## config.mk

```make
export PLATFORM = sky130hd
export DESIGN_NAME = ultrasonic_echo_ranger_top_flat
export DESIGN_NICKNAME = d
export VERILOG_FILES = /design/src/hw/rtl/uer_pkg.sv /design/src/hw/rtl/uer_if.sv /design/src/hw/rtl/ultrasonic_echo_ranger_top.sv /design/src/flat_wrapper.sv
export SDC_FILE = /design/constraint.sdc
export NUM_CORES = 1
export LEC_CHECK = 0
export ABC_AREA = 1
export BUFFER_PORTS_ARGS = -buffer_cell sky130_fd_sc_hd__buf_2
export CAP_MARGIN = 20
export CORE_UTILIZATION = 25
export CTS_BUF_LIST = sky130_fd_sc_hd__clkbuf_16
export CTS_CLUSTER_DIAMETER = 30
export DETAILED_ROUTE_END_ITERATION = 10
export PLACE_DENSITY = 0.41
export SKIP_CTS_REPAIR_TIMING = 1
export SLEW_MARGIN = 20
export SYNTH_ARGS = -nofsm -noshare
export SYNTH_HDL_FRONTEND = slang
export SYNTH_SLANG_ARGS = --single-unit
```

## constraint.sdc

```tcl
create_clock -name clk -period 5.6 [get_ports clk]
set_input_delay 0.28 -clock clk [delete_from_list [all_inputs] [get_ports clk]]
set_output_delay 0.28 -clock clk [all_outputs]
set_load 0.01 [all_outputs]
```

## src/hw/rtl/uer_pkg.sv

```systemverilog
// Package for the ultrasonic echo ranger: phase and sequencer codes,
// configuration register indexes and arithmetic constants.
// No dependencies.
package uer_pkg;

	// Configuration register indexes
	typedef logic [1:0] cfg_idx_t;
	localparam cfg_idx_t CFG_TEMPERATURE = 2'd0;
	localparam cfg_idx_t CFG_TICKS_PER_MS = 2'd1;
	localparam cfg_idx_t CFG_TRIGGER_TICKS = 2'd2;
	localparam cfg_idx_t CFG_TIMEOUT_TICKS = 2'd3;

	localparam int CFG_DATA_W = 16;

	// Register reset values
	localparam logic [7:0]  TEMPERATURE_RST = 8'd22;
	localparam logic [15:0] TICKS_PER_MS_RST = 16'd1000;
	localparam logic [9:0]  TRIGGER_TICKS_RST = 10'd10;
	localparam logic [15:0] TIMEOUT_TICKS_RST = 16'hFFFF;

	// Speed of sound in dm/s: base + slope*T, less a humidity share per 100
	localparam int AIR_BASE = 3313;
	localparam int AIR_SLOPE = 6;
	localparam int HUMID_LOSS = 17;
	localparam int AIR_W = 13;
	// floor(a/100) == (a*RECIP_100) >> RECIP_SHIFT for all a below 8192
	localparam int RECIP_100 = 5243;
	localparam int RECIP_SHIFT = 19;
	localparam int RECIP_PROD_W = 26;

	localparam int US_PER_MS = 1000;
	localparam int DIST_SCALE = 100;
	localparam int US_W = 16;
	localparam int DIST_W = 11;
	localparam int US100_W = 23;

	typedef enum logic [3:0] {
		PH_IDLE    = 4'b0001,
		PH_TRIGGER = 4'b0010,
		PH_ARMED   = 4'b0100,
		PH_MEASURE = 4'b1000
	} phase_t;

	typedef enum logic [5:0] {
		S_IDLE = 6'b000001,
		S_USLD = 6'b000010,
		S_DIV  = 6'b000100,
		S_AIR1 = 6'b001000,
		S_AIR2 = 6'b010000,
		S_OUT  = 6'b100000
	} seq_t;

endpackage

```

## src/hw/rtl/uer_if.sv

```systemverilog
// Handshake channels of the ultrasonic echo ranger: tick input, result
// output and configuration write. Depends on uer_pkg.
interface uer_tick_if;
	logic valid;
	logic ready;
	logic cmd;
	logic echo_level;
	modport source(output valid, output cmd, output echo_level, input ready);
	modport sink(input valid, input cmd, input echo_level, output ready);
endinterface

interface uer_result_if;
	logic        valid;
	logic        ready;
	logic        trigger_out;
	logic        busy_res;
	logic        done_res;
	logic        timed_out;
	logic [15:0] echo_us;
	logic [10:0] distance_cm;
	modport source(output valid, output trigger_out, output busy_res, output done_res,
		output timed_out, output echo_us, output distance_cm, input ready);
	modport sink(input valid, input trigger_out, input busy_res, input done_res,
		input timed_out, input echo_us, input distance_cm, output ready);
endinterface

interface uer_cfg_if;
	logic                 valid;
	logic                 ready;
	uer_pkg::cfg_idx_t    index;
	logic [15:0]          data;
	modport source(output valid, output index, output data, input ready);
	modport sink(input valid, input index, input data, output ready);
endinterface

```

## src/hw/rtl/ultrasonic_echo_ranger_top.sv

```systemverilog
// Ultrasonic echo ranger: trigger/echo timing, tick-to-microsecond
// conversion and distance, on a shared bit-serial divider.
// Depends on uer_pkg and the channels in uer_if.sv.
//
//   channel  dir  payload                                          handshake
//   tick     in   cmd, echo_level                                  valid/ready
//   result   out  trigger_out busy_res done_res timed_out          valid/ready
//                 echo_us distance_cm
//   cfg      in   index (2b), data (16b)                           valid/ready
//
// One item at a time: a tick runs the distance division before its result is
// valid; a tick that ends with an echo falling edge first runs the us division.
// Both use the restoring divider, one quotient bit per cycle.
// The next tick is taken once the result is in the output register, even if
// it is not yet taken. Reset is asynchronous; cfg is always ready.
module ultrasonic_echo_ranger_top #(
	parameter int COUNT_WIDTH = 16
) (
	input  logic           clk,
	input  logic           arst_n,
	uer_tick_if.sink       tick,
	uer_result_if.source   result,
	uer_cfg_if.sink        cfg
);
	import uer_pkg::*;

	localparam int CW = COUNT_WIDTH;
	localparam int PW = CW + 10;                      // count*1000 width
	localparam int DIV_W = (PW > US100_W) ? PW : US100_W;
	localparam int CNTW = $clog2(DIV_W + 1);
	localparam int CMPW = (CW > 16) ? CW : 16;

	// Configuration
	logic [7:0]  temperature_q;
	logic [15:0] ticks_per_ms_q;
	logic [9:0]  trigger_ticks_q;
	logic [15:0] timeout_ticks_q;

	// Ranger state
	phase_t         phase_q;
	logic [CW-1:0]  tick_q;
	logic [9:0]     pulse_q;
	logic           prev_echo_q;
	logic [15:0]    last_good_us_q;

	// Sequencer and work registers
	seq_t              state_q;
	logic              w_trig_q, w_busy_q, w_done_q, w_tmo_q, w_capture_q;
	logic [15:0]       w_us_q;

	logic [DIV_W-1:0]  dvd_q;
	logic [15:0]       rem_q;
	logic [15:0]       dsr_q;
	logic [15:0]       quo_q;
	logic              sat_q;
	logic [CNTW-1:0]   div_cnt_q;
	logic              div_dist_q;

	logic [AIR_W-1:0]  air_base_q;
	logic [5:0]        hund_q;

	// Output register
	logic              res_valid_q;
	logic              res_trig_q, res_busy_q, res_done_q, res_tmo_q;
	logic [15:0]       res_us_q;
	logic [10:0]       res_dist_q;

	// ---------------- per-tick phase logic ----------------
	phase_t        nx_phase;
	logic [CW-1:0] nx_tick, cnt_inc;
	logic [9:0]    nx_pulse;
	logic          a_trig, a_done, a_tmo, a_capture;
	logic          rise, fall, timeout_hit;
	logic          tick_acc;

	assign tick_acc = tick.valid && tick.ready;
	assign rise = tick.echo_level && !prev_echo_q;
	assign fall = !tick.echo_level && prev_echo_q;
	assign cnt_inc = (tick_q != '1) ? tick_q + 1'b1 : tick_q;
	assign timeout_hit = (CMPW'(cnt_inc) >= CMPW'(timeout_ticks_q)) || (cnt_inc == '1);

	always_comb begin
		nx_phase = phase_q;
		nx_tick = tick_q;
		nx_pulse = pulse_q;
		a_trig = 1'b0;
		a_done = 1'b0;
		a_tmo = 1'b0;
		a_capture = 1'b0;
		case (phase_q)
			PH_IDLE: begin
				if (tick.cmd) begin
					nx_phase = PH_TRIGGER;
					nx_pulse = 10'd1;
					a_trig = 1'b1;
				end
			end
			PH_TRIGGER: begin
				if (pulse_q < trigger_ticks_q) begin
					nx_pulse = pulse_q + 10'd1;
					a_trig = 1'b1;
				end else begin
					nx_phase = PH_ARMED;
					nx_tick = '0;
				end
			end
			PH_ARMED, PH_MEASURE: begin
				nx_tick = cnt_inc;
				if (phase_q == PH_ARMED && rise) begin
					nx_tick = '0;
					nx_phase = PH_MEASURE;
				end else if (phase_q == PH_MEASURE && fall) begin
					a_capture = 1'b1;
					a_done = 1'b1;
					nx_phase = PH_IDLE;
				end else if (timeout_hit) begin
					a_done = 1'b1;
					a_tmo = 1'b1;
					nx_phase = PH_IDLE;
				end
			end
			default: begin
				nx_phase = PH_IDLE;
			end
		endcase
	end

	// ---------------- divider step ----------------
	logic [16:0]  r_sh, r_diff;
	logic         q_bit;
	logic [15:0]  rem_nx, quo_nx;
	logic         sat_nx;
	logic [15:0]  us_final;

	assign r_sh = {rem_q, dvd_q[DIV_W-1]};
	assign r_diff = r_sh - {1'b0, dsr_q};
	assign q_bit = (r_sh >= {1'b0, dsr_q});
	assign rem_nx = q_bit ? r_diff[15:0] : r_sh[15:0];
	assign quo_nx = {quo_q[14:0], q_bit};
	assign sat_nx = sat_q | quo_q[15];
	assign us_final = sat_nx ? 16'hFFFF : quo_nx;

	// ---------------- operand preparation ----------------
	logic [PW-1:0]           us_prod;
	logic [US100_W-1:0]      us100;
	logic [AIR_W-1:0]        air_base, airspeed;
	logic [RECIP_PROD_W-1:0] recip_prod;

	assign us_prod = PW'(tick_q) * PW'(US_PER_MS);
	assign us100 = US100_W'(last_good_us_q) * US100_W'(DIST_SCALE);
	assign air_base = AIR_W'(AIR_BASE) + AIR_W'(temperature_q) * AIR_W'(AIR_SLOPE);
	assign recip_prod = RECIP_PROD_W'(air_base) * RECIP_PROD_W'(RECIP_100);
	assign airspeed = air_base_q - AIR_W'(hund_q) * AIR_W'(HUMID_LOSS);

	logic out_load;
	assign out_load = (state_q == S_OUT) && (!res_valid_q || result.ready);

	// ---------------- configuration ----------------
	assign cfg.ready = 1'b1;

	always_ff @(posedge clk or negedge arst_n) begin
		if (!arst_n) begin
			temperature_q <= TEMPERATURE_RST;
			ticks_per_ms_q <= TICKS_PER_MS_RST;
			trigger_ticks_q <= TRIGGER_TICKS_RST;
			timeout_ticks_q <= TIMEOUT_TICKS_RST;
		end else if (cfg.valid) begin
			case (cfg.index)
				CFG_TEMPERATURE: temperature_q <= cfg.data[7:0];
				CFG_TICKS_PER_MS: ticks_per_ms_q <= cfg.data;
				CFG_TRIGGER_TICKS: trigger_ticks_q <= cfg.data[9:0];
				CFG_TIMEOUT_TICKS: timeout_ticks_q <= cfg.data;
				default: begin
				end
			endcase
		end
	end

	// ---------------- control state ----------------
	always_ff @(posedge clk or negedge arst_n) begin
		if (!arst_n) begin
			state_q <= S_IDLE;
			phase_q <= PH_IDLE;
			tick_q <= '0;
			pulse_q <= '0;
			prev_echo_q <= 1'b0;
			last_good_us_q <= '0;
			res_valid_q <= 1'b0;
			div_cnt_q <= '0;
			div_dist_q <= 1'b0;
		end else begin
			if (out_load)
				res_valid_q <= 1'b1;
			else if (result.ready)
				res_valid_q <= 1'b0;

			case (state_q)
				S_IDLE: begin
					if (tick_acc) begin
						phase_q <= nx_phase;
						tick_q <= nx_tick;
						pulse_q <= nx_pulse;
						prev_echo_q <= tick.echo_level;
						state_q <= a_capture ? S_USLD : S_AIR1;
					end
				end
				S_USLD: begin
					div_cnt_q <= CNTW'(PW);
					div_dist_q <= 1'b0;
					state_q <= S_DIV;
				end
				S_DIV: begin
					div_cnt_q <= div_cnt_q - 1'b1;
					if (div_cnt_q == CNTW'(1)) begin
						if (div_dist_q) begin
							state_q <= S_OUT;
						end else begin
							last_good_us_q <= us_final;
							state_q <= S_AIR1;
						end
					end
				end
				S_AIR1: begin
					state_q <= S_AIR2;
				end
				S_AIR2: begin
					div_cnt_q <= CNTW'(US100_W);
					div_dist_q <= 1'b1;
					state_q <= S_DIV;
				end
				S_OUT: begin
					if (out_load)
						state_q <= S_IDLE;
				end
				default: begin
					state_q <= S_IDLE;
				end
			endcase
		end
	end

	// ---------------- datapath registers ----------------
	always_ff @(posedge clk) begin
		case (state_q)
			S_IDLE: begin
				if (tick_acc) begin
					w_trig_q <= a_trig;
					w_busy_q <= (nx_phase != PH_IDLE);
					w_done_q <= a_done;
					w_tmo_q <= a_tmo;
					w_capture_q <= a_capture;
					w_us_q <= '0;
				end
			end
			S_USLD: begin
				// dividend enters MSB first, left aligned in the shift register
				dvd_q <= DIV_W'(us_prod) << (DIV_W - PW);
				rem_q <= '0;
				quo_q <= '0;
				sat_q <= 1'b0;
				dsr_q <= (ticks_per_ms_q == '0) ? 16'd1 : ticks_per_ms_q;
			end
			S_DIV: begin
				dvd_q <= dvd_q << 1;
				rem_q <= rem_nx;
				quo_q <= quo_nx;
				sat_q <= sat_nx;
				if (div_cnt_q == CNTW'(1) && !div_dist_q)
					w_us_q <= us_final;
			end
			S_AIR1: begin
				air_base_q <= air_base;
				hund_q <= recip_prod[RECIP_SHIFT+5:RECIP_SHIFT];
			end
			S_AIR2: begin
				// (us*100)/a/2 == (us*100)/(2a)
				dvd_q <= DIV_W'(us100) << (DIV_W - US100_W);
				rem_q <= '0;
				quo_q <= '0;
				sat_q <= 1'b0;
				dsr_q <= 16'({airspeed, 1'b0});
			end
			S_OUT: begin
				if (out_load) begin
					res_trig_q <= w_trig_q;
					res_busy_q <= w_busy_q;
					res_done_q <= w_done_q;
					res_tmo_q <= w_tmo_q;
					res_us_q <= w_capture_q ? w_us_q : 16'd0;
					res_dist_q <= quo_q[10:0];
				end
			end
			default: begin
			end
		endcase
	end

	assign tick.ready = (state_q == S_IDLE);
	assign result.valid = res_valid_q;
	assign result.trigger_out = res_trig_q;
	assign result.busy_res = res_busy_q;
	assign result.done_res = res_done_q;
	assign result.timed_out = res_tmo_q;
	assign result.echo_us = res_us_q;
	assign result.distance_cm = res_dist_q;

	// ---------------- assertions ----------------
	a_div_cnt_live: assert property (@(posedge clk) disable iff (!arst_n)
		state_q == S_DIV |-> div_cnt_q != '0)
		else $error("divider running with zero step count");

	a_accept_leaves_idle: assert property (@(posedge clk) disable iff (!arst_n)
		tick_acc |=> state_q != S_IDLE)
		else $error("sequencer stayed idle after tick accept");

	a_dist_range: assert property (@(posedge clk) disable iff (!arst_n)
		res_valid_q |-> res_dist_q <= 11'd1190)
		else $error("distance out of range");

	a_timeout_result: assert property (@(posedge clk) disable iff (!arst_n)
		res_valid_q && res_tmo_q |-> res_done_q && res_us_q == 16'd0)
		else $error("timeout result without done or with nonzero time");

	a_out_hold: assert property (@(posedge clk) disable iff (!arst_n)
		state_q == S_OUT && res_valid_q && !result.ready |=> state_q == S_OUT)
		else $error("finished item left S_OUT while output register full");

endmodule
```

## src/flat_wrapper.sv

```systemverilog
// flat-port wrapper written by rule: the top's interface ports become plain ports
module ultrasonic_echo_ranger_top_flat import uer_pkg::*;
#(
	parameter int COUNT_WIDTH = 16
)
  (clk, arst_n, tick_valid, tick_cmd, tick_echo_level, tick_ready, result_valid, result_trigger_out, result_busy_res, result_done_res, result_timed_out, result_echo_us, result_distance_cm, result_ready, cfg_valid, cfg_index, cfg_data, cfg_ready);
  uer_tick_if tick_i ();
  uer_result_if result_i ();
  uer_cfg_if cfg_i ();
  input  logic clk;
  input  logic arst_n;
  input wire logic [$bits(tick_i.valid)-1:0] tick_valid;
  input wire logic [$bits(tick_i.cmd)-1:0] tick_cmd;
  input wire logic [$bits(tick_i.echo_level)-1:0] tick_echo_level;
  output wire logic [$bits(tick_i.ready)-1:0] tick_ready;
  output wire logic [$bits(result_i.valid)-1:0] result_valid;
  output wire logic [$bits(result_i.trigger_out)-1:0] result_trigger_out;
  output wire logic [$bits(result_i.busy_res)-1:0] result_busy_res;
  output wire logic [$bits(result_i.done_res)-1:0] result_done_res;
  output wire logic [$bits(result_i.timed_out)-1:0] result_timed_out;
  output wire logic [$bits(result_i.echo_us)-1:0] result_echo_us;
  output wire logic [$bits(result_i.distance_cm)-1:0] result_distance_cm;
  input wire logic [$bits(result_i.ready)-1:0] result_ready;
  input wire logic [$bits(cfg_i.valid)-1:0] cfg_valid;
  input wire logic [$bits(cfg_i.index)-1:0] cfg_index;
  input wire logic [$bits(cfg_i.data)-1:0] cfg_data;
  output wire logic [$bits(cfg_i.ready)-1:0] cfg_ready;
  assign tick_i.valid = tick_valid;
  assign tick_i.cmd = tick_cmd;
  assign tick_i.echo_level = tick_echo_level;
  assign tick_ready = tick_i.ready;
  assign result_valid = result_i.valid;
  assign result_trigger_out = result_i.trigger_out;
  assign result_busy_res = result_i.busy_res;
  assign result_done_res = result_i.done_res;
  assign result_timed_out = result_i.timed_out;
  assign result_echo_us = result_i.echo_us;
  assign result_distance_cm = result_i.distance_cm;
  assign result_i.ready = result_ready;
  assign cfg_i.valid = cfg_valid;
  assign cfg_i.index = cfg_index;
  assign cfg_i.data = cfg_data;
  assign cfg_ready = cfg_i.ready;
  ultrasonic_echo_ranger_top #(.COUNT_WIDTH(COUNT_WIDTH)) u_core (.clk(clk), .arst_n(arst_n), .tick(tick_i), .result(result_i), .cfg(cfg_i));
endmodule
```

==> impl_metrics.yaml, run 1 <==
placement:
  place_ws_ps: -284.7
  place_congestion: 0.8223
  post-dp-hpwl_um: 43480
  numPortBuffers: 57
sta:
  post-route-period-util_pct: 104.4
  fin_ws_ps: -246.1
  report.final.slew_viol_count: 0
  rsz0062_at_grt: "yes"
  worst_pin_slew_ps: 1038
  relSlewSlack_pct: 30.66
  worst_clock_skew_ps: 24.25
  finalSetupViolations: 5
  max_freq_mhz: 171.1
  final_hold_viol_count: 0
  finalCriticalPeriod_ps: 5846
  fin_setup_tns_ps: -765.3
critical_path:
  r2r_setup_slack_ps: -250
  rr_startpoint: "u_core.temperature_q[0]"
  end_kind: "register"
  timing.rr.end: "u_core.hund_q[4]"
  crit_required_ps: 5930
  critPathLaunchType: "register"
  critPathKind: "reg -> reg"
  worstPathArrival_ps: 6180
  reg2reg_depth: 26
  worstPathMaxFanout: 4
final_layout:
  nFillCells: 8497
  regArea_sq_um: 7054
  nNetsFinal: 2999
  drive_gt1_share_pct: 16.38
  antennaDiodeCount: 0
  multiInputGateArea_sq_um: 12520
  syn2layout_area_growth_pct: 25.98
hold_path:
  hold-path-endpoint: "u_core.result.valid"
  min-delay-start: "result_ready"
  min_path_type: "in -> reg"
  whs_path_depth: 4
global_route:
  grt_first_pass_wirelength_um: 89840
  grt_util_all_layers_pct: 13.22
  grt_pass1_vias: 16997
  grt_overflow_total: 0
  antenna_found_initial: 0
  grt_max_degree: 48
yosys:
  synth_fp_nets: 2809
  ys_ff_latch: 252
  yosysTopAreaCellShare_pct: 20.42
  yosys.cell_types.count: 59
  yosys.cell_count.top_type: "nand2_1"
  ys_top_cells_by_area: "edfxtp_1, ha_1, fa_1"
  synthFlopType: "edfxtp_1"
  seq_area_frac_synth_pct: 33.78
  syn_area_sq_um: 20880
  synth_common_cells: "nand2_1, inv_1, ha_1"
  postSynthCellCount: 2381
  syn_area_per_cell_sq_um: 8.770
  ys_async_sr_fraction_pct: 43.65
  synth_edf_count: 142
  synth_area_leader_cell: "edfxtp_1"
  synth_warnings: 0
routing:
  post_drt_wl_per_cell_um: 14.80
  vias_per_cell: 4.357
  drt_iter0_drc: 664
  routed_wl_um: 54790
  postRouteAntennaNets: 0
  drt_pass1_iterations: 5
  vias: 16125
  drcViolationCount: 0
die:
  coreArea_sq_um: 82370
  die_h_um: 291.0
  initial_core_util_pct: 25.35
  io_pins: 59
  fp.dieArea_sq_um: 84680
  die_w_um: 291.0
  row_count: 105
flow_run:
  drv_cap: 0
outcome:
  status: "complete, but fails checks"
  violations: "negative setup slack"
clock_network:
  path_clk_slew_ps: 40
  numCtsBuffers: 73
  tritoncts: "yes"
  clk_latency_ps: 610
  clock_path_buffers: 3
  htree_num_levels: 3
  ctsRootBufferMaster: "clkbuf_16"
  numClockSinks: 252
-- cells in the final DEF, fill, tap and decap left out, types with 9 or more instances in the layout --
cell type  netlist  layout
inv_1          444     442
nand2_2          7      20
nand4_1         24      24
buf_2            5      56
clkbuf_16        0      73
fa_1           121     119
a21oi_1        127     117
buf_4            1      97
dfstp_2         29      29
xnor2_1         24      23
a21o_1          10      10
nand3_1         98      90
ha_4             0      17
nor2_1         145     139
edfxtp_1       142     142
ha_1           282     264
nor3_1          21      21
o21ai_1          8      12
inv_2            7      18
clkinv_2         0      13
or2_2           10      10
bufinv_16        0      17
xor2_1          31      25
nand2_1        468     448
dfrtp_1         81      80
clkinv_1         1      11
nand3_2          3       9
o21ai_0        163     158
o31ai_1         12      11
-- cells by family (layout without fill, tap and decap cells) --
| group | Yosys count | in the layout | synth area share (%) |
|---|---|---|---|
| adder cells (fa/ha/maj) | 403 | 403 | 28.50 |
| buffers and inverters | 492 | 742 | 9.000 |
| AO/OA/AOI/OAI | 366 | 366 | 9.653 |
| AND/OR/NAND/NOR | 812 | 812 | 16.75 |
| flip-flops | 252 | 252 | 33.78 |
| XOR/XNOR | 55 | 55 | 2.307 |
| other | 1 | 1 | 0.01796 |
-- cell type report --
cell class | count | share of cell area (%)
Timing Repair Buffer | 155 | 3.948
Clock buffer | 73 | 6.944
Tap cell | 1070 | 5.089
Inverter | 452 | 6.478
Sequential cell | 252 | 26.82
Multi-Input combinational cell | 1637 | 47.60
Clock inverter | 62 | 3.125
-- metrics by stage --
stage | instances | utilization [%] | hold WS (ps) | cell area [sq um]
after floorplan | 2381 | - | -15.59 | 21190
after global placement | 3551 | 28.28 | 361.3 | 23290
after detailed placement | 3551 | 28.28 | 362.1 | 23290
after CTS | 3686 | 31.49 | -270.9 | 25940
after global routing | 3701 | 31.93 | 58.40 | 26310
final | 3701 | 31.93 | 31.98 | 26310
-- registers in the layout, summed over array words and instances, names as in the netlist, 4 cells and up --
register	count
u_core.result.echo_us	16
u_core.dsr_q	16
u_core.temperature_q	8
u_core.timeout_ticks_q	16
u_core.phase_q	4
u_core.div_cnt_q	5
u_core.rem_q	16
u_core.result.distance_cm	11
u_core.hund_q	6
u_core.trigger_ticks_q	10
u_core.dvd_q	23
u_core.w_us_q	16
u_core.pulse_q	10
u_core.ticks_per_ms_q	16
u_core.state_q	6
u_core.last_good_us_q	16
u_core.air_base_q	12
u_core.tick_q	16
u_core.quo_q	16
-- metal layers --
metal  GRT usage (%)  routed length, um  up-vias
li1                -                  -     8182
met1           16.85              25340     7644
met2           22.69              26720      204
met3           2.138               1503       95
met4           4.259               1228        0
met5               0                  0        -
-- critical path, cell delays in order (launching register included) --
cell and delay [ps]:
dfrtp_2 410, ha_4 170, fa_2 370, nand3_2 110, nand2_4 80, a31oi_4 240
xor2_2 200, nor2_2 80, buf_4 140, nand3_4 100, nand2_8 80, fa_1 600
ha_4 220, fa_1 480, fa_1 570, inv_1 60, fa_1 490, inv_2 50
ha_4 280, nand2_4 70, nor3b_4 200, nand4_1 130, nand3_2 130, nand2_2 60
nand2_2 70, a21oi_2 60, xor2_1 130
-- worst max path at each step --
| stage | start | end | slack, ps | cells past startpoint |
|---|---|---|---|---|
| after floorplan | u_core.temperature_q[0] | u_core.hund_q[4] | -10 | 27 |
| after global placement | u_core.temperature_q[1] | u_core.hund_q[4] | -230 | 32 |
| after detailed placement | u_core.temperature_q[0] | u_core.hund_q[4] | -280 | 25 |
| after CTS | u_core.temperature_q[1] | u_core.hund_q[4] | -300 | 28 |
| after global routing | u_core.temperature_q[4] | u_core.hund_q[4] | -520 | 32 |
| final | u_core.temperature_q[0] | u_core.hund_q[4] | -250 | 26 |
Power of run 1 is left out: the tool's default activity adds up to more than one toggle a clock period on the data nets, which glitch-free logic cannot reach.
==> run 2: changes to the inputs <==
--- a/config.mk
+++ b/config.mk
@@ -12,8 +12,7 @@
 export CTS_BUF_LIST = sky130_fd_sc_hd__clkbuf_16
 export CTS_CLUSTER_DIAMETER = 30
 export DETAILED_ROUTE_END_ITERATION = 10
-export PLACE_DENSITY = 0.41
-export SKIP_CTS_REPAIR_TIMING = 1
+export PLACE_DENSITY = 0.43
 export SLEW_MARGIN = 20
 export SYNTH_ARGS = -nofsm -noshare
 export SYNTH_HDL_FRONTEND = slang
==> impl_metrics.yaml, run 2 (synthesis gave the netlist of run 1 again) <==
routing:
  postRouteAntennaNets: 0
  vias_per_cell: 4.344
  drt_iter0_drc: 551
  routed_wl_um: 53360
  drcViolationCount: 0
  post_drt_wl_per_cell_um: 14.43
  drt_pass1_iterations: 5
  vias: 16061
clock_network:
  path_clk_slew_ps: 40
  clock_path_buffers: 3
  tritoncts: "yes"
  numCtsBuffers: 73
  numClockSinks: 252
  ctsRootBufferMaster: "clkbuf_16"
  clk_latency_ps: 600
  htree_num_levels: 3
hold_path:
  min_path_type: "in -> reg"
  whs_path_depth: 3
final_layout:
  largest_reg_flops: 23
  final_cell_mix: "nand2_1, inv_1, ha_1"
  fin_area_sq_um: 25980
  syn2layout_area_growth_pct: 24.44
  multiInputGateArea_sq_um: 12480
  largest-register: "u_core.dvd_q"
  final_common_cell: "nand2_1"
  nFillCells: 8602
  antennaDiodeCount: 0
  drive_gt1_share_pct: 16.29
  regArea_sq_um: 7054
  nNetsFinal: 2996
critical_path:
  critPathLaunchType: "register"
  critPathKind: "reg -> reg"
  worstPathArrival_ps: 6170
  end_kind: "register"
  reg2reg_depth: 29
  crit_required_ps: 5940
  cp_slowest_cell: "fa_1"
  worstPathMaxFanout: 4
  max_stage_delay_ps: 530
die:
  row_count: 105
  fp.dieArea_sq_um: 84680
  die_h_um: 291.0
  coreArea_sq_um: 82370
  io_pins: 59
  initial_core_util_pct: 25.35
  die_w_um: 291.0
outcome:
  status: "complete, but fails checks"
  violations: "negative setup slack"
sta:
  post-route-period-util_pct: 104.1
  final_hold_viol_count: 0
  worst_clock_skew_ps: 30.12
  worst_pin_slew_ps: 985.3
  finalSetupViolations: 6
  fin_ws_ps: -231.9
  finalCriticalPeriod_ps: 5832
  rsz0062_at_grt: "yes"
  relSlewSlack_pct: 34.13
  max_freq_mhz: 171.5
  report.final.slew_viol_count: 0
global_route:
  grt_pass1_vias: 16785
  grt_overflow_total: 0
  antenna_found_initial: 0
  grt_max_degree: 51
  grt_first_pass_wirelength_um: 88220
  grt_util_all_layers_pct: 12.92
placement:
  place_area_sq_um: 23260
  place_congestion: 0.8433
  numPortBuffers: 57
  post-dp-hpwl_um: 42430
flow_run:
  drv_cap: 0
-- run 2: cell types whose count changed in the layout (fill, tap and decap cells not counted), sizes merged --
cell and delta:
inv -1, clkinvlp +1, buf -3, bufinv -11
clkinv +10
-- run 2: critical path: cells and delay by family (launching register included) --
kind,cells,cell delay (ps)
compound gates,2,350
buf+inv,4,290
fa+ha+maj,8,2880
xor+xnor,2,270
simple gates,13,1380
flops,1,410
-- run 2: metal layers --
metal  global-route usage, %  share of wire, %  vias to the layer above
met2                   23.68                52                      186
met5                       0                 0                        -
li1                        -                 -                     8193
met4                   4.259               2.2                        0
met1                   15.19                43                     7610
met3                   2.092               2.9                       72
-- run 2: worst paths after layout --
path | start | end | slack (ps)
worst max-delay path | u_core.temperature_q[0] | u_core.hund_q[4] | -230
worst min-delay path | cfg_data[10] | u_core.timeout_ticks_q[10] | 6
worst max register to register | u_core.temperature_q[0] | u_core.hund_q[4] | -230
worst min register to register | u_core.w_trig_q | u_core.result.trigger_out | 420
max in group asynchronous | arst_n | u_core.div_cnt_q[4] | 4130
min in group asynchronous | arst_n | u_core.last_good_us_q[14] | 270
-- run 2: layout make-up --
cell class | count | area share [%]
clock buffers | 73 | 7.030
clock inverters | 61 | 2.114
inverters | 452 | 6.568
multi-input cells | 1637 | 48.01
flip-flops and latches | 252 | 27.15
well taps | 1070 | 5.152
repair buffers | 152 | 3.977
-- run 2: repair_timing --
item	4_1_cts	5_1_grt
setup endpoints to repair	6	6
resized for setup	33	18
hold buffers	1	0
hold endpoints to repair	31	0
pin swaps	33	13
setup buffers	7	5
cloned	0	0
-- run 2: stage by stage --
step | hold WS, ps | cells | setup TNS, ps | worst slack [ps] | utilization [%]
detailed placement | 394.9 | 3550 | -1456 | -307.8 | 28.24
finish | 5.780 | 3697 | -836.5 | -231.9 | 31.55
global placement | 387.7 | 3550 | -1070 | -252.8 | 28.24
CTS | 26.54 | 3691 | -879.3 | -239.2 | 31.36
floorplan | -15.59 | 2381 | -11.81 | -11.81 | -
global route | 18.87 | 3697 | -2435 | -490.8 | 31.55
Power of run 2 is left out for the same reason.
==> run 3: changes to the inputs <==
--- a/config.mk
+++ b/config.mk
@@ -5,14 +5,15 @@
 export SDC_FILE = /design/constraint.sdc
 export NUM_CORES = 1
 export LEC_CHECK = 0
-export ABC_AREA = 1
 export BUFFER_PORTS_ARGS = -buffer_cell sky130_fd_sc_hd__buf_2
 export CAP_MARGIN = 20
 export CORE_UTILIZATION = 25
 export CTS_BUF_LIST = sky130_fd_sc_hd__clkbuf_16
 export CTS_CLUSTER_DIAMETER = 30
 export DETAILED_ROUTE_END_ITERATION = 10
+export HOLD_SLACK_MARGIN = 0.02
 export PLACE_DENSITY = 0.43
+export SKIP_CTS_REPAIR_TIMING = 1
 export SLEW_MARGIN = 20
 export SYNTH_ARGS = -nofsm -noshare
 export SYNTH_HDL_FRONTEND = slang
==> impl_metrics.yaml, run 3 <==
sta:
  fin_ws_ps: -941.8
  rsz0062_at_grt: "yes"
  worst_clock_skew_ps: 14.49
  worst_pin_slew_ps: 1062
  report.final.slew_viol_count: 0
  final_hold_viol_count: 0
  max_freq_mhz: 152.9
  finalCriticalPeriod_ps: 6542
  relSlewSlack_pct: 29.06
  post-route-period-util_pct: 116.8
  finalSetupViolations: 6
clock_network:
  path_clk_slew_ps: 40
  htree_num_levels: 3
  clock_path_buffers: 3
  ctsRootBufferMaster: "clkbuf_16"
  numCtsBuffers: 70
  clk_latency_ps: 580
  numClockSinks: 252
  tritoncts: "yes"
global_route:
  grt_first_pass_wirelength_um: 82900
  grt_pass1_vias: 15392
  grt_overflow_total: 0
  grt_util_all_layers_pct: 12.59
  grt_max_degree: 55
  antenna_found_initial: 2
final_layout:
  nFillCells: 8348
  largest_reg_flops: 23
  final_common_cell: "inv_1"
  nNetsFinal: 2572
  multiInputGateArea_sq_um: 12390
  largest-register: "u_core.dvd_q"
  final_cell_mix: "inv_1, ha_1, edfxtp_1"
  regArea_sq_um: 7054
  drive_gt1_share_pct: 18.95
  final_core_util_pct: 31.47
  syn2layout_area_growth_pct: 24.66
yosys:
  yosysTopAreaCellShare_pct: 21.00
  yosys.cell_types.count: 85
  syn_area_sq_um: 20300
  synth_edf_count: 142
  synth_area_leader_cell: "edfxtp_1"
  yosys.cell_count.top_type: "ha_1"
  ys_async_sr_fraction_pct: 43.65
  seq_area_frac_synth_pct: 34.74
  ys_ff_latch: 252
  syn_area_per_cell_sq_um: 10.46
  ys_top_cells_by_area: "edfxtp_1, ha_1, fa_1"
  postSynthCellCount: 1941
  synth_warnings: 0
  synth_fp_nets: 2369
  synthFlopType: "edfxtp_1"
  synth_common_cells: "ha_1, inv_1, edfxtp_1, nand2_1, fa_1"
die:
  io_pins: 59
  fp.dieArea_sq_um: 82350
  coreArea_sq_um: 80420
  die_h_um: 287.0
  die_w_um: 287.0
  row_count: 104
  initial_core_util_pct: 25.24
outcome:
  status: "complete, but fails checks"
  violations: "negative setup slack"
hold_path:
  min_path_type: "in -> reg"
critical_path:
  crit_required_ps: 5920
  critPathLaunchType: "register"
  critPathKind: "reg -> reg"
  worstPathMaxFanout: 4
  r2r_setup_slack_ps: -940
  end_kind: "register"
  worstPathArrival_ps: 6870
routing:
  routed_wl_um: 50170
  postRouteAntennaNets: 0
  drt_iter0_drc: 675
  drt_pass1_iterations: 5
  post_drt_wl_per_cell_um: 15.38
  vias: 14610
  drcViolationCount: 0
  vias_per_cell: 4.477
placement:
  post-dp-hpwl_um: 39380
  numPortBuffers: 57
  place_congestion: 0.7973
flow_run:
  drv_cap: 0
[run 3: cell count changes in the layout (fill, tap and decap cells not counted), sizes merged, moves of 30 or more]
cell and delta:
a21oi -52, and3 +30, inv -160, mux2 +48, nand2 -334, nand3 -58
nor2 -61, o21ai -65, xnor2 +35
[run 3: path summary, 6_finish.rpt]
check | startpoint | endpoint | cells past startpoint
min in group asynchronous | arst_n | u_core.last_good_us_q[12] | 2
max in group asynchronous | arst_n | u_core.temperature_q[0] | 3
worst min register to register | u_core.w_tmo_q | u_core.result.timed_out | 0
worst max-delay path | u_core.temperature_q[0] | u_core.hund_q[4] | 26
worst max register to register | u_core.temperature_q[0] | u_core.hund_q[4] | 26
worst min-delay path | cfg_data[1] | u_core.temperature_q[1] | 3
[run 3: cell type report]
class	count	share of cell area [%]
multi-input cells	1364	48.98
flip-flops and latches	252	27.87
clock buffers	71	7.021
well taps	1060	5.241
repair buffers	174	4.811
inverters	282	4.193
clock inverters	58	1.864
diodes	2	0.01978
[run 3: kinds of logic after synthesis]
group	Yosys count	share of synthesized area, %
compound gates	347	11.21
xor+xnor	95	4.173
fa+ha+maj	403	29.31
buf+inv	325	6.102
flops	252	34.74
mux	54	2.958
other cells	1	0.01847
simple gates	464	11.49
[run 3: metal layers]
metal | up-vias | share of wire (%) | track usage, %
li1 | 7212 | - | -
met1 | 7078 | 49 | 17.02
met2 | 237 | 45 | 20.00
met3 | 81 | 3.1 | 2.484
met4 | 2 | 2.5 | 4.255
met5 | - | 0.026 | 0
[run 3: stage by stage]
step	hold WS (ps)	area (sq um)	cells	TNS [ps]	worst slack, ps
after global routing	21.61	25300	3262	-6221	-1187
after CTS	-389.4	24910	3243	-6986	-1375
after detailed placement	235.1	22660	3114	-6981	-1374
final	1.139	25310	3263	-4820	-941.8
after global placement	235.6	22660	3114	-6604	-1280
after floorplan	-15.59	20450	1941	-4681	-998.5
[run 3: critical path, stage by stage (launching register included)]
cell,delay [ps]
dfrtp_2,420
ha_4,180
fa_2,340
a21o_1,220
a21oi_4,200
xnor2_2,100
and4bb_2,270
nor2_4,180
xnor2_4,140
inv_2,70
ha_4,270
inv_2,30
fa_1,480
inv_2,40
fa_1,490
fa_1,540
inv_2,40
fa_1,490
inv_2,50
ha_4,210
and4_1,160
a221o_1,350
a31oi_4,190
o311ai_4,140
o311ai_4,280
a21oi_2,110
o31a_1,290
Power of run 3 is left out for the same reason.
